## config.mk

```make
export PLATFORM = sky130hd
export DESIGN_NAME = minimum_spanning_tree_prim_unit
export DESIGN_NICKNAME = d
export VERILOG_FILES = /design/src/mstp_pkg.sv /design/src/minimum_spanning_tree_prim_unit.sv /design/src/mstp_best.sv
export SDC_FILE = /design/constraint.sdc
export NUM_CORES = 2
export LEC_CHECK = 0
export BUFFER_PORTS_ARGS = -buffer_cell sky130_fd_sc_hd__buf_2
export CAP_MARGIN = 20
export CORE_MARGIN = 2
export CORE_UTILIZATION = 54
export DETAILED_ROUTE_END_ITERATION = 10
export PLACE_DENSITY = 0.75
export SKIP_LAST_GASP = 1
export SLEW_MARGIN = 20
export SYNTH_ARGS = -nofsm -noshare
export SYNTH_HDL_FRONTEND = slang
export SYNTH_SLANG_ARGS = --single-unit
```

## constraint.sdc

```tcl
create_clock -name clk -period 7.15 [get_ports clk]
set_input_delay 1.0725 -clock clk [delete_from_list [all_inputs] [get_ports clk]]
set_output_delay 1.0725 -clock clk [all_outputs]
set_load 0.1 [all_outputs]
```

## src/mstp_pkg.sv

```systemverilog
`default_nettype none

package mstp_pkg;

  localparam int MAX_VERTICES_DEF = 16;
  localparam int WEIGHT_BITS_DEF  = 16;

  localparam int CMD_W    = 1;
  localparam int VTX_W    = 4;
  localparam int WEIGHT_W = 16;
  localparam int VCOUNT_W = 5;

  localparam logic [VCOUNT_W-1:0] VCOUNT_RESET = 5'd16;

  localparam logic CMD_LOAD  = 1'b0;
  localparam logic CMD_START = 1'b1;

  // Control for the best-edge tracker.
  typedef struct packed {
    logic clear;
    logic sample;
  } best_ctl_t;

endpackage

`default_nettype wire

```

## src/minimum_spanning_tree_prim_unit.sv

```systemverilog
// Prim minimum spanning tree over a weight matrix held in a synchronous memory with
// one write port and one read port. A load item writes one matrix entry. A start
// item makes the block busy for the whole search: each round reads all n*n entries
// of the used vertices through the read port, one a cycle, then may wait for the
// output register to be free, and a run has up to n-1 rounds. A start can also end
// at once with a marker. After reset the block clears the memory, one entry a cycle,
// all 256 entries with the default sizes (2 to the power of twice the vertex index
// width in general), and accepts no item until that pass is done.
`default_nettype none

module minimum_spanning_tree_prim_unit
  import mstp_pkg::*;
#(
  parameter int MAX_VERTICES = MAX_VERTICES_DEF,
  parameter int WEIGHT_BITS  = WEIGHT_BITS_DEF
) (
  input  wire logic                clk,
  input  wire logic                rst,
  input  wire logic                cfg_we,
  input  wire logic [VCOUNT_W-1:0] cfg_wdata,
  input  wire logic                s_axis_tvalid,
  output logic                     s_axis_tready,
  // row [3:0], col [7:4], weight [23:8], start_vertex [27:24], zero [31:28]
  input  wire logic [31:0]         s_axis_tdata,
  // cmd
  input  wire logic                s_axis_tuser,
  output logic                     m_axis_tvalid,
  input  wire logic                m_axis_tready,
  // edge_src [3:0], edge_dest [7:4], edge_weight [23:8]
  output logic [23:0]              m_axis_tdata,
  // edge_valid [0], connected [1]
  output logic [1:0]               m_axis_tuser,
  output logic                     m_axis_tlast
);

  localparam int NV = (MAX_VERTICES < 16) ? MAX_VERTICES : 16;
  localparam int SW = (WEIGHT_BITS < WEIGHT_W) ? WEIGHT_BITS : WEIGHT_W;
  localparam int VW = $clog2(NV);
  localparam int NW = $clog2(NV + 1);
  localparam int VD = 1 << VW;
  localparam int AW = 2 * VW;
  localparam int MD = 1 << AW;

  typedef enum logic [2:0] {
    ST_CLEAR,
    ST_IDLE,
    ST_SCAN,
    ST_DRAIN,
    ST_EMIT
  } state_t;

  state_t              state;
  logic [VCOUNT_W-1:0] vertex_count;
  logic [AW-1:0]       clr_addr;
  logic [VW-1:0]       si;
  logic [VW-1:0]       sj;
  logic                rd_vld;
  logic [VW-1:0]       rd_i;
  logic [VW-1:0]       rd_j;
  logic [VD-1:0]       visited;
  logic [NW-1:0]       cnt;
  logic                mark_conn;

  logic [SW-1:0]       mem [MD];
  logic [SW-1:0]       mem_q;
  logic                mem_we;
  logic [AW-1:0]       mem_wa;
  logic [SW-1:0]       mem_wd;

  logic                in_cmd;
  logic [VTX_W-1:0]    in_row;
  logic [VTX_W-1:0]    in_col;
  logic [WEIGHT_W-1:0] in_weight;
  logic [VTX_W-1:0]    in_sv;

  logic [NW-1:0]       n_eff;
  logic [NW-1:0]       nm1;
  logic                in_acc;
  logic                out_free;
  logic                last_ij;
  logic                last_edge;
  logic                sv_bad;
  logic                row_ok;

  best_ctl_t           best_ctl;
  logic                best_found;
  logic [VW-1:0]       best_src;
  logic [VW-1:0]       best_dest;
  logic [SW-1:0]       best_w;

  assign in_cmd    = s_axis_tuser;
  assign in_row    = s_axis_tdata[3:0];
  assign in_col    = s_axis_tdata[7:4];
  assign in_weight = s_axis_tdata[23:8];
  assign in_sv     = s_axis_tdata[27:24];

  assign s_axis_tready = (state == ST_IDLE);
  assign in_acc        = s_axis_tvalid && s_axis_tready;
  assign out_free      = !m_axis_tvalid || m_axis_tready;

  assign n_eff     = (vertex_count > VCOUNT_W'(NV)) ? NW'(NV) : vertex_count[NW-1:0];
  assign nm1       = n_eff - NW'(1);
  assign last_ij   = (si == nm1[VW-1:0]) && (sj == nm1[VW-1:0]);
  assign last_edge = (cnt == n_eff - NW'(2));
  assign sv_bad    = ({1'b0, in_sv} >= VCOUNT_W'(n_eff));
  assign row_ok    = ({1'b0, in_row} < VCOUNT_W'(NV)) && ({1'b0, in_col} < VCOUNT_W'(NV));

  always_comb begin
    mem_we = 1'b0;
    mem_wa = clr_addr;
    mem_wd = '0;
    if (state == ST_CLEAR) begin
      mem_we = 1'b1;
    end else if (in_acc && (in_cmd == CMD_LOAD) && row_ok) begin
      mem_we = 1'b1;
      mem_wa = {in_row[VW-1:0], in_col[VW-1:0]};
      mem_wd = in_weight[SW-1:0];
    end
  end

  always_ff @(posedge clk) begin
    if (mem_we) begin
      mem[mem_wa] <= mem_wd;
    end
    mem_q <= mem[{si, sj}];
  end

  always_comb begin
    best_ctl.clear  = (in_acc && (in_cmd == CMD_START)) ||
                      ((state == ST_EMIT) && out_free);
    best_ctl.sample = rd_vld && visited[rd_i] && !visited[rd_j];
  end

  mstp_best #(
    .VW(VW),
    .SW(SW)
  ) u_best (
    .clk  (clk),
    .rst  (rst),
    .ctl  (best_ctl),
    .rd_i (rd_i),
    .rd_j (rd_j),
    .rd_w (mem_q),
    .found(best_found),
    .src  (best_src),
    .dest (best_dest),
    .w    (best_w)
  );

  always_ff @(posedge clk) begin
    if (rst) begin
      state         <= ST_CLEAR;
      vertex_count  <= VCOUNT_RESET;
      clr_addr      <= '0;
      si            <= '0;
      sj            <= '0;
      rd_vld        <= 1'b0;
      visited       <= '0;
      cnt           <= '0;
      mark_conn     <= 1'b0;
      m_axis_tvalid <= 1'b0;
    end else begin
      if (cfg_we) begin
        vertex_count <= cfg_wdata;
      end
      if ((state == ST_EMIT) && out_free) begin
        m_axis_tvalid <= 1'b1;
      end else if (m_axis_tready) begin
        m_axis_tvalid <= 1'b0;
      end
      rd_vld <= (state == ST_SCAN);
      rd_i   <= si;
      rd_j   <= sj;
      case (state)
        ST_CLEAR: begin
          clr_addr <= clr_addr + AW'(1);
          if (clr_addr == '1) begin
            state <= ST_IDLE;
          end
        end
        ST_IDLE: begin
          if (in_acc && (in_cmd == CMD_START)) begin
            cnt       <= '0;
            si        <= '0;
            sj        <= '0;
            mark_conn <= 1'b0;
            if (sv_bad) begin
              visited <= '0;
              state   <= ST_EMIT;
            end else begin
              visited <= VD'(1) << in_sv[VW-1:0];
              if (n_eff == NW'(1)) begin
                mark_conn <= 1'b1;
                state     <= ST_EMIT;
              end else begin
                state <= ST_SCAN;
              end
            end
          end
        end
        ST_SCAN: begin
          if (last_ij) begin
            state <= ST_DRAIN;
          end else if (sj == nm1[VW-1:0]) begin
            sj <= '0;
            si <= si + VW'(1);
          end else begin
            sj <= sj + VW'(1);
          end
        end
        ST_DRAIN: begin
          state <= ST_EMIT;
        end
        ST_EMIT: begin
          if (out_free) begin
            si <= '0;
            sj <= '0;
            if (best_found) begin
              m_axis_tdata       <= {16'(best_w), VTX_W'(best_dest), VTX_W'(best_src)};
              m_axis_tuser       <= 2'b11;
              m_axis_tlast       <= last_edge;
              visited[best_dest] <= 1'b1;
              cnt                <= cnt + NW'(1);
              state              <= last_edge ? ST_IDLE : ST_SCAN;
            end else begin
              m_axis_tdata <= '0;
              m_axis_tuser <= {mark_conn, 1'b0};
              m_axis_tlast <= 1'b1;
              state        <= ST_IDLE;
            end
          end
        end
        default: begin
          state <= ST_IDLE;
        end
      endcase
    end
  end

  // The visited set grows by exactly one vertex per emitted edge.
  a_visited_count: assert property (@(posedge clk) disable iff (rst)
    (state == ST_SCAN) |-> ($countones(visited) == int'(cnt) + 1))
    else $error("visited set does not match the edge count");

  // A chosen edge always leads to a vertex not yet in the tree.
  a_dest_unvisited: assert property (@(posedge clk) disable iff (rst)
    ((state == ST_EMIT) && best_found) |-> !visited[best_dest])
    else $error("chosen edge leads to a visited vertex");

  // A round never starts once the tree is complete.
  a_round_bound: assert property (@(posedge clk) disable iff (rst)
    (state == ST_SCAN) |-> (cnt < nm1))
    else $error("search round started after the tree was complete");

  // The tracker sees data only for reads issued during a scan.
  a_sample_after_scan: assert property (@(posedge clk) disable iff (rst)
    rd_vld |-> ($past(state) == ST_SCAN))
    else $error("read data sampled outside a scan");

endmodule

`default_nettype wire

```

## src/mstp_best.sv

```systemverilog
`default_nettype none

module mstp_best
  import mstp_pkg::*;
#(
  parameter int VW = 4,
  parameter int SW = 16
) (
  input  wire logic          clk,
  input  wire logic          rst,
  input  wire best_ctl_t     ctl,
  input  wire logic [VW-1:0] rd_i,
  input  wire logic [VW-1:0] rd_j,
  input  wire logic [SW-1:0] rd_w,
  output logic               found,
  output logic [VW-1:0]      src,
  output logic [VW-1:0]      dest,
  output logic [SW-1:0]      w
);

  logic better;

  assign better = ctl.sample && (rd_w != '0) && (!found || (rd_w < w));

  always_ff @(posedge clk) begin
    if (rst) begin
      found <= 1'b0;
    end else if (ctl.clear) begin
      found <= 1'b0;
    end else if (better) begin
      found <= 1'b1;
      src   <= rd_i;
      dest  <= rd_j;
      w     <= rd_w;
    end
  end

endmodule

`default_nettype wire

```

# == Yosys cells after proc, flatten, opt, wreduce, memory -nomap -nowiden ==
# Memories as Yosys holds them, arrays and structs flattened. A register that Yosys moved wholly into a read port is not among the register bits.
# Index checks and enable logic that the tools add are counted.
# word_totals
elab_cells,130
output_inout_bits,29
inputBits,43
romBits,0
mem_count,1
latchBits,0
ramBits,4096
register_bits,108
# mem_list
memory,words,width,read_ports,rd_ports_with_merged_regs,wr,line_no,rtl
mem,256,16,1,1,1,minimum_spanning_tree_prim_unit.sv:64,logic [SW-1:0] mem [MD];
# classes
muxes,46
n_bitwise,4
n_lt_le_gt_ge,7
n_shift,1
n_div,0
n_eq_ne,16
n_reduce_logical,29
n_mul,0
n_addsub,6
# op_table
operator,count
$mux W16,6
$pmux W16 S2,1
$mux W4,6
$pmux W4 S3,2
$mux W5,4
$mux W3,6
$lt A16 B16 Y1,1
$mux W8,2
$or A16 B16 Y16,1
$reduce_bool A16 Y1,1
$shl A1 B4 Y16 const A,1
$lt A4 B5 Y1 const B,3
$pmux W3 S5,1
$mux W1,12
$reduce_and A4 Y1,3
$logic_and A1 B1 Y1,10
$pmux W5 S2,1
$add A4 B1 Y4 const B,2
$add A8 B1 Y8 const B,1
$bmux W1 S4,2
$eq A4 B4 Y1,2
$eq A8 B8 Y1 const B,1
$ne A2 B1 Y1 const B,4
$eq A3 B2 Y1 const B,2
23 further kinds,34

# == Depth between registers and ports, before layout ==
# logic_depth
depth_word,8
depth_mapped,14
ltp_nobuf,11

# == Modules after synthesis ==
# A second synthesis with hierarchy kept.
# hier_totals
cells_unflattened,7885
area_unflattened_um2,164073.6
# by_module_without_submodules
module,seq_area_each_um2,instances,cells_per_inst,area_each_um2
minimum_spanning_tree_prim_unit,125330.2,1,7796,162882.5
mstp_best,740.7,1,89,1191.1

# == Worst setup path after synthesis ==
# Ideal clock, no wire load.
# synth_path
path_type,reg-to-reg
start,register state[2]
end,"memory mem[0][10], data pin"
setup_slack_ps,629
required_ps,6280
path_stages_with_launch,9
t_arrival_ps,5651
n_path_buf,4
synth_period_minus_slack_ps,6521
path_cell_list,dfxtp_1 > buf_2 > nor3b_4 > nand2_1 > nor2_1 > buf_2 > clkbuf_1 > clkbuf_1 > and2_1
# synth_via
elab_chain_cells,5
word_cells_on_any_way,6
cone_classes,eq/ne (1); mux (2); reduce/logical (3)
# synth_lines
element,line_no,rtl
start: declaration,minimum_spanning_tree_prim_unit.sv:52,state_t state;
start signal: assignment,minimum_spanning_tree_prim_unit.sv:224,state <= last_edge ? ST_IDLE : ST_SCAN;
$eq A3 B1 Y1,minimum_spanning_tree_prim_unit.sv:97,assign s_axis_tready = (state == ST_IDLE);
via s_axis_tready,minimum_spanning_tree_prim_unit.sv:22,"output logic s_axis_tready,"
$logic_and A1 B1 Y1,minimum_spanning_tree_prim_unit.sv:98,assign in_acc = s_axis_tvalid && s_axis_tready;
$logic_and A1 B1 Y1,minimum_spanning_tree_prim_unit.sv:114,end else if (in_acc && (in_cmd == CMD_LOAD) && row_ok) begin
$mux W16,minimum_spanning_tree_prim_unit.sv:114,
$mux W16,minimum_spanning_tree_prim_unit.sv:112,if (state == ST_CLEAR) begin
via mem_wd[10],minimum_spanning_tree_prim_unit.sv:68,logic [SW-1:0] mem_wd;
end: declaration,minimum_spanning_tree_prim_unit.sv:64,
# The timed path passes the listed nets, and every way through them passes these cells.

# == Worst setup path in the final report ==
# layout_path
start,register state[0]
end,"memory mem[76][11], enable pin"
# layout_via
elab_chain_cells,7
word_cells_on_any_way,10
cone_classes,eq/ne (1); mux (6); reduce/logical (3)
# layout_lines
element,line_no,rtl
$eq A3 B1 Y1,minimum_spanning_tree_prim_unit.sv:97,
$logic_and A1 B1 Y1,minimum_spanning_tree_prim_unit.sv:98,
$logic_and A1 B1 Y1,minimum_spanning_tree_prim_unit.sv:114,
$mux W1,minimum_spanning_tree_prim_unit.sv:114,
$mux W1,minimum_spanning_tree_prim_unit.sv:112,
$mux W1,minimum_spanning_tree_prim_unit.sv:122,if (mem_we) begin
$mux W1 (implied by the code),minimum_spanning_tree_prim_unit.sv:123,mem[mem_wa] <= mem_wd;
# Parallel ways exist; a longest one is shown, timed or not.

==> results.md <==
- Status: finished, violations left
- Violated checks: design-rule violations
- Largest fanout on the critical path: 15
- Slowest stage delay, CP: 1.17 ns
- Initial DRC Count: 13100
- Fmax: 209 MHz
- CTS resizes: 0
- H-tree Lvls: 5
- Logic pwr share: less than 1%
- Wire per inst: 34.2 um
- Unique cell type count in the Yosys netlist: 76
- CTS buffer count: 413
- Synth Warn #: 0
- Worst-Margin Slew: 1.33 ns
- VDD IR max: 0.243 mV
- Worst EP arrival: 5.36 ns
- Port Buf Inserts: 67
- PD cells: 265 mW/mm2
- Share of cells above drive strength 1: 26.1%
- Count of final max-slew check failures: 0
- Power after layout: 0.0486 W
- Hold buffer count at cts: 0
- Final Hold Violating Endpoints: 0
- Synth top cells by count: edfxtp_1, mux4_2, mux2i_1, nor2_1, clkbuf_1
- Hpwl dp: 233000 um
- Clk_skew: 0.0901 ns
- Slowest CP cell: nor2_1
- Clock Tree Root: clkbuf_16
- Most frequent cell after synthesis: edfxtp_1
- # rows: approximately 200
- Syn avg cell area: 21.9 um2
- CP endpoint kind: register
- Syn_nets: 7578
- Core area: around 0.3 mm2
- Clock Path Buffers: 4
- Global-route wire length before repair: 597000 um
- Horiz. Die Dim: 555 um
- Most frequent CP cell: a21oi_1
- Clock-pin slew on the worst setup and hold paths: 0.06 ns
- Register area share after synthesis: 76.8%
- Tot GR Track Use: 27.1%
- # IOs: 72
- Setup CP Type: reg -> reg
- Leading area contributor after synthesis: edfxtp_1
- DR vias: between 80000 and 90000
- Starting density of the core: 54.2%
- Crit start category: register
- P_int: 0.0392 W
- Setup Viol. Count Final: 0
- CTS tree: done
- Remaining DRCs: 3
- Sw power: 0.00947 W
- Final WS setup: 2.38 ns
- Max Cap Viol: 0
- Worst Hold Class: in -> reg
- Final ANT Viol Nets: 0
- Die area: 0.308 mm2
- Switching share of power: 19.5%
- Power share of the clock group: 44.2%
- Nets: 8005
- DR vias/cell: 6.68
- Clk_lat worst skew: roughly 0.94 ns
- Largest net degree at the start of global routing: roughly 260
- CTS Sinks: 4220
- Drt pass-1 iters: 11
- Fillers: 19900
- Syn Std Cell Area: 0.164 mm2
- Clock period minus worst slack: around 4.8 ns
- Global route overflow: 0
- Flops & latches, synth: 4220
- Post-synth ARST share: 0%
- Initial antenna violation count: 23
- RSZ-0062 raised after global routing: no
- Area grow syn2layout: 11.9%
- Final Wtd Congestion: 0.906
- Detailed Route WL: 419000 um
- Die H: between 500 and 600 um
- Post-CTS setup buffers: 0
- EDFF count, synth: 4155
- Worst slew margin: 11.6%
- Required time worst endpoint: between 7 and 8 ns
- Setup TNS: 0 ns
- Vias in the first global route: 82200
- Crit path cell chain: nor3b_4 -> nand2_1 -> or2_2 -> nor3_1 -> a21oi_1 -> a21oi_1 -> nand2_2 -> nor2_1 -> buf_4
- Tcrit/Tclk final: about two thirds
- Seq pwr share: between 50% and 60%
- Gate Count Post-Synth: 7508
- Most used DFF post-synth: edfxtp_1
- P_leak: 57.7 nW
- Top cell type's share of synthesized area: between 70% and 80%
- DP Worst Slack: 2.04 ns
- Ranking of synthesized cells by area: edfxtp_1, mux4_2, mux2i_1, nor2_1, dfxtp_1
per-layer routing:
metal | global-route usage [%] | vias to the layer above | part of all wire, %
met3 | 6.89 | 968 | 12
met4 | 12.4 | 8 | 4.8
met1 | 36.1 | 42800 | 35
li1 | - | 32500 | -
met2 | 42.5 | 5689 | 48
met5 | 0 | - | 0.014
placed cells by master, fill, tap and decap left out, drive strengths merged, types with 25 or more instances in the layout:
cell,Yosys,layout
nor2,358,358
a22oi,41,41
ha,27,27
a221o,43,43
dfxtp,65,65
nand2,135,135
o31ai,29,29
nor3,56,56
inv,26,44
a221oi,87,87
o22ai,25,25
nand3,36,36
clkbuf,163,500
clkinv,2,182
and2,43,43
mux4,996,996
bufinv,0,42
buf,268,446
o21ai,108,108
mux2i,414,414
edfxtp,4155,4155
a21oi,123,123
path summary, 6_finish.rpt:
check,slack [ns],cells after the start,to,start
hold / removal,0.40,3,vertex_count[4]$_SDFFE_PP1P_,cfg_wdata[4]
setup / recovery,2.38,9,mem[76][11]$_DFFE_PP_,state[0]$_SDFFE_PP0P_
setup reg to reg,2.38,9,mem[76][11]$_DFFE_PP_,state[0]$_SDFFE_PP0P_
hold reg to reg,0.48,0,u_best.w[11]$_DFFE_PP_,mem_q[11]$_DFF_P_
flip-flops by register name, indices dropped and copies added (netlist names):
register and flops:
clr_addr 8, cnt 5, m_axis_tdata 24, m_axis_tlast 1
m_axis_tuser 2, m_axis_tvalid 1, mark_conn 1, mem 4096
mem_q 16, rd_i 4, rd_j 4, rd_vld 1
si 4, sj 4, state 3, u_best.dest 4
u_best.found 1, u_best.src 4, u_best.w 16, vertex_count 5
visited 16
logic make-up after synthesis:
| group | Yosys count | synth area share, % |
|---|---|---|
| DFF | 4220 | 76.8 |
| muxes | 1431 | 16.4 |
| and+or+nand+nor | 726 | 1.99 |
| AOI/OAI and AO/OA | 618 | 2.68 |
| buffers and inverters | 462 | 1.84 |
| adders and majority gates | 27 | 0.206 |
| xor gates and xnor gates | 24 | 0.136 |
power by group through the flow:
stage	logic, W	clock network [W]	registers (W)
floorplan	0.000116	0	0.0273
global placement	0.000273	0	0.0274
detailed placement	0.000277	0	0.0274
CTS	0.000279	0.0217	0.0268
global route	0.000293	0.0226	0.0268
finish	0.000291	0.0215	0.0268
metrics by stage:
step / utilization [%] / instances / area, um2 / hold WS (ns)
4_1_cts: 60.6 / 12200 / 184000 / 0.346
6_report: 60.7 / 12300 / 184000 / 0.401
5_1_grt: 60.7 / 12300 / 184000 / 0.404
3_3_place_gp: 56.2 / 11500 / 170000 / 0.443
3_5_place_dp: 56.2 / 11500 / 170000 / 0.470
2_1_floorplan: - / 7508 / 164000 / 0.406
layout make-up:
cell class              instances  area (um2)  area share, %
clock inverters               251        2490           1.36
clock buffers                 500       10800           5.88
diodes                         17        42.5         0.0232
repair buffers                446        3770           2.05
flip-flops and latches       4220      126000           68.6
multi-input cells            2826       35500           19.3
well taps                    3978        4980           2.71
inverters                      28         113         0.0613
critical path, delay by kind of cell, from the launching register on:
| family | cells | cell delay (ns) |
|---|---|---|
| buf+inv | 1 | 0.36 |
| simple gates | 6 | 3.07 |
| flops | 1 | 0.44 |
| compound gates | 2 | 0.55 |
(Power assumes the default switching activity.)
